==> src/rtl/core/tsrr_ram.sv <==
`default_nettype none

module tsrr_ram #(
    parameter int WIDTH = 8,
    parameter int DEPTH = 256
) (
    input  wire logic                     clk,
    input  wire logic                     we,
    input  wire logic [$clog2(DEPTH)-1:0] waddr,
    input  wire logic [WIDTH-1:0]         wdata,
    input  wire logic [$clog2(DEPTH)-1:0] raddr,
    output logic      [WIDTH-1:0]         rdata
);

    logic [WIDTH-1:0] mem [DEPTH];

    // One write port, one registered read port
    always_ff @(posedge clk)
    begin
        if (we)
        begin
            mem[waddr] <= wdata;
        end
        rdata <= mem[raddr];
    end

endmodule

`default_nettype wire

==> config.mk <==
export PLATFORM = sky130hd
export DESIGN_NAME = tsrr_ram
export DESIGN_NICKNAME = d
export VERILOG_FILES = /design/src/rtl/core/tsrr_ram.sv
export SDC_FILE = /design/constraint.sdc
export NUM_CORES = 2
export LEC_CHECK = 0
export BUFFER_PORTS_ARGS = -buffer_cell sky130_fd_sc_hd__buf_2
export CAP_MARGIN = 40
export CORE_MARGIN = 2
export CORE_UTILIZATION = 30
export CTS_BUF_LIST = sky130_fd_sc_hd__clkbuf_8
export CTS_CLUSTER_DIAMETER = 40
export DETAILED_ROUTE_END_ITERATION = 12
export GPL_TIMING_DRIVEN = 0
export PLACE_DENSITY_LB_ADDON = 0.15
export SLEW_MARGIN = 20
export SYNTH_ARGS = -nofsm -noshare
export SYNTH_HDL_FRONTEND = slang
export SYNTH_SLANG_ARGS = --single-unit
==> constraint.sdc <==
create_clock -name clk -period 2.65 [get_ports clk]
set_input_delay 0.3975 -clock clk [delete_from_list [all_inputs] [get_ports clk]]
set_output_delay 0.3975 -clock clk [all_outputs]
set_load 0.03 [all_outputs]
==> results by group <==
Clocking
  • Clock tree from TritonCTS: built
  • CTS H-tree lvls: 5
  • Clock Latency Late Sink: 1.12 ns
  • Clock transition at path regs: 0.06 ns
  • Clk buf depth: 4
  • CTS sink cnt: 2056
  • TritonCTS buffer count: 399
  • CTS root buf: clkbuf_8

Logic synthesis
  • Syn_nets: 3759
  • Mapped Area: 79600 sq um
  • Synthesized instance count: 3733
  • Yosys warnings: 0
  • Register bit total from synthesis: 2056
  • Synthesized area per cell: 21.3 sq um
  • Asr flop ratio synth: 0%
  • Fraction of the yosys area taken by sequential cells: 77.5%
  • Synth cell types: 55
  • EDFF count, synth: 2048
  • Most used DFF post-synth: edfxtp_1

Drt
  • WL final: 282 mm
  • Post-DRT Antenna Nets: 0
  • Drt wl/cell: 33.9 um
  • Via count: 43300
  • DRC Markers: 0
  • Drt first pass iters: 6
  • Vias per cell: 5.21
  • Initial DRC Count: 5279

Worst setup path
  • Worst Path Required: 3.57 ns
  • Reg2reg end: rdata[0]$_DFF_P_
  • Crit path launch type: input port
  • Reg-to-Reg Start: mem[139][0]$_DFFE_PP_
  • CP Class: input port to flop
  • Crit path capture type: flop
  • Worst Setup EP: rdata[0]$_DFF_P_
  • R2R Setup Slk: 0.05 ns
  • R2r worst-path depth: 8
  • Crit path max fanout: 10
  • Critical Path AT: 3.69 ns
  • CP Launch Point: raddr[3]

Power and ir drop
  • P per Cell Area: 739 nW/um^2
  • Total power: 0.0706 W
  • Leak Pwr: 30.5 nW
  • Worst vdd rail ir drop: 0.000556 V

Final layout
  • Layout cells sized above 1: 32.5%
  • Area Growth Syn to Fin: 20.1%
  • Net count, final: 4497
  • Filler instances: 24800

STA
  • Final worst setup slack: -0.121 ns
  • Final Max Tran Viols: 0
  • Final Hold Vio Count: 0
  • Minimum clock period: 2.77 ns
  • Unrepaired setup endpoints after global routing: false
  • Period utilization: 105%
  • Worst Clk Skew: 0.0998 ns
  • Fmax achieved: 0.361 GHz
  • Worst slew margin: 41.0%
  • Worst Tran Pin Value: 0.881 ns
  • Endpoints failing setup: 31

Placed design
  • Routability cong.: 0.876
  • Port bufs: 26
  • DP Worst Slack: -2.46 ns
  • Detail Placement HPWL: 195 mm

Worst hold path
  • Worst Hold Class: input port to flop
  • Hold Crit Depth: 3

Global route
  • Remaining global-route overflow: 0
  • First-pass GRT wire length: 378 mm
  • Vias in the first global route: 43600
  • Initial antenna violation count: 32
  • Total Routing Usage GR: 20.6%
  • Pin count of the biggest net entering global routing: 113

Floorplanning
  • Core area: 264000 sq um
  • # IOs: 34
  • DIE AREA: 269000 sq um
  • Die span in y: 519 um
  • Die width: 519 um
  • Initial cell density of the core: 30.1%
  • # rows: 189

Outcome
  • Failing checks: negative setup slack
  • Status: finished with violations

Job
  • Max-Cap Viols: 0
[cell usage after synthesis, drive strengths merged (27+ instances only)]
library cell / count / area [sq um]
edfxtp: 2048 / 61500
mux4: 456 / 10300
nor2: 282 / 1060
mux2i: 134 / 1340
a22oi: 133 / 998
buf: 122 / 1030
clkbuf: 111 / 417
a21oi: 96 / 480
o221ai: 47 / 418
nand3: 34 / 170
nand2: 33 / 124
nor2b: 31 / 194
o22ai: 28 / 175
nor4: 27 / 188
[metrics by stage]
stage	utilization, %	hold WS, ns	cell area, sq um	setup TNS, ns	cells
global route	36.1	0.0644	95500	0	8311
detailed placement	32.9	0.792	86900	-1120.53	7524
floorplan	-	0.496	79600	0	3733
global placement	31.8	0.845	84100	-7389.64	7292
CTS	35.9	0.0331	94900	-0.0245	8238
finish	36.1	0.108	95500	-0.728	8318
[cell type report]
| type | instances | area [sq um] | share of cell area (%) |
|---|---|---|---|
| buffer | 233 | 1620 | 1.70 |
| inverter | 2 | 8.76 | 0.00917 |
| timing repair buffer | 337 | 3380 | 3.54 |
| multi-input combinational | 1442 | 16900 | 17.7 |
| sequential | 2056 | 61700 | 64.6 |
| antenna | 14 | 35.0 | 0.0367 |
| tap | 3533 | 4420 | 4.63 |
| clock buffer | 404 | 5560 | 5.82 |
| clock inverter | 297 | 1930 | 2.02 |
[kinds of logic after synthesis]
family                 count (synthesis)  share of synthesized area, %
buffers and inverters                235                          1.83
flip-flops                          2056                          77.5
multiplexers                         591                          14.6
AND/OR/NAND/NOR                      466                          2.63
AO/OA/AOI/OAI                        385                          3.42
[power by group]
| part | leakage (nW) | switching (W) | internal, W |
|---|---|---|---|
| clock network | 4.18 | 0.0140 | 0.0164 |
| registers | 18.5 | 0.0000229 | 0.0359 |
| logic | 7.89 | 0.00301 | 0.00137 |
[routing by layer]
layer	vias to the layer above	GRT usage, %	routed length (um)	share of wire [%]
met5	-	0	48	0.017
met4	8	7.23	10300	3.7
met3	503	4.21	21200	7.5
met2	1983	32.5	132000	47
met1	23500	28.2	119000	42
li1	17300	-	-	-
[what timing repair did]
item	in CTS	in global routing
buffers inserted	3	1
gates resized for setup	97	27
hold buffers	10	1
endpoints found under the hold margin	664	2
endpoints found under the setup margin	89	36
pin swaps	2	2
[worst max-delay path, cell delays in order]
cell	delay [ns]
buf_2	0.14
buf_2	0.50
buf_4	0.47
clkbuf_2	0.43
nor2b_4	0.38
o221ai_1	0.29
nor2_1	0.18
nor4_1	0.08
clkdlybuf4s18_2	0.29
nor4_4	0.49
[cells in the final DEF (no fill, tap or decap), drive strengths merged, types with 16 or more instances in the layout]
cell / Yosys / final
nor3: 22 / 22
nor2: 282 / 282
o22ai: 28 / 28
edfxtp: 2048 / 2048
nand3: 34 / 34
clkbuf: 111 / 521
buf: 122 / 439
a22oi: 133 / 133
inv: 1 / 102
nand2: 33 / 33
a21oi: 96 / 96
nor4: 27 / 27
mux4: 456 / 456
nor2b: 31 / 31
bufinv: 0 / 22
clkinvlp: 0 / 16
a211oi: 16 / 16
o221ai: 47 / 47
clkinv: 1 / 159
mux2i: 134 / 134
[how the worst min path moves through the flow]
stage / end / startpoint / slack [ns]
6_report: mem[243][1]$_DFFE_PP_ / waddr[1] / 0.11
5_1_grt: mem[155][4]$_DFFE_PP_ / waddr[1] / 0.06
4_1_cts: mem[23][7]$_DFFE_PP_ / we / 0.03
3_5_place_dp: mem[82][3]$_DFFE_PP_ / wdata[3] / 0.79
3_3_place_gp: rdata[2] / rdata[2]$_DFF_P_ / 0.85
2_1_floorplan: mem[0][0]$_DFFE_PP_ / wdata[0] / 0.50
[registers in the layout, indices dropped and copies added (netlist names)]
register and flops:
mem 2048, rdata 8
Power figures use the tool's default switching activity.
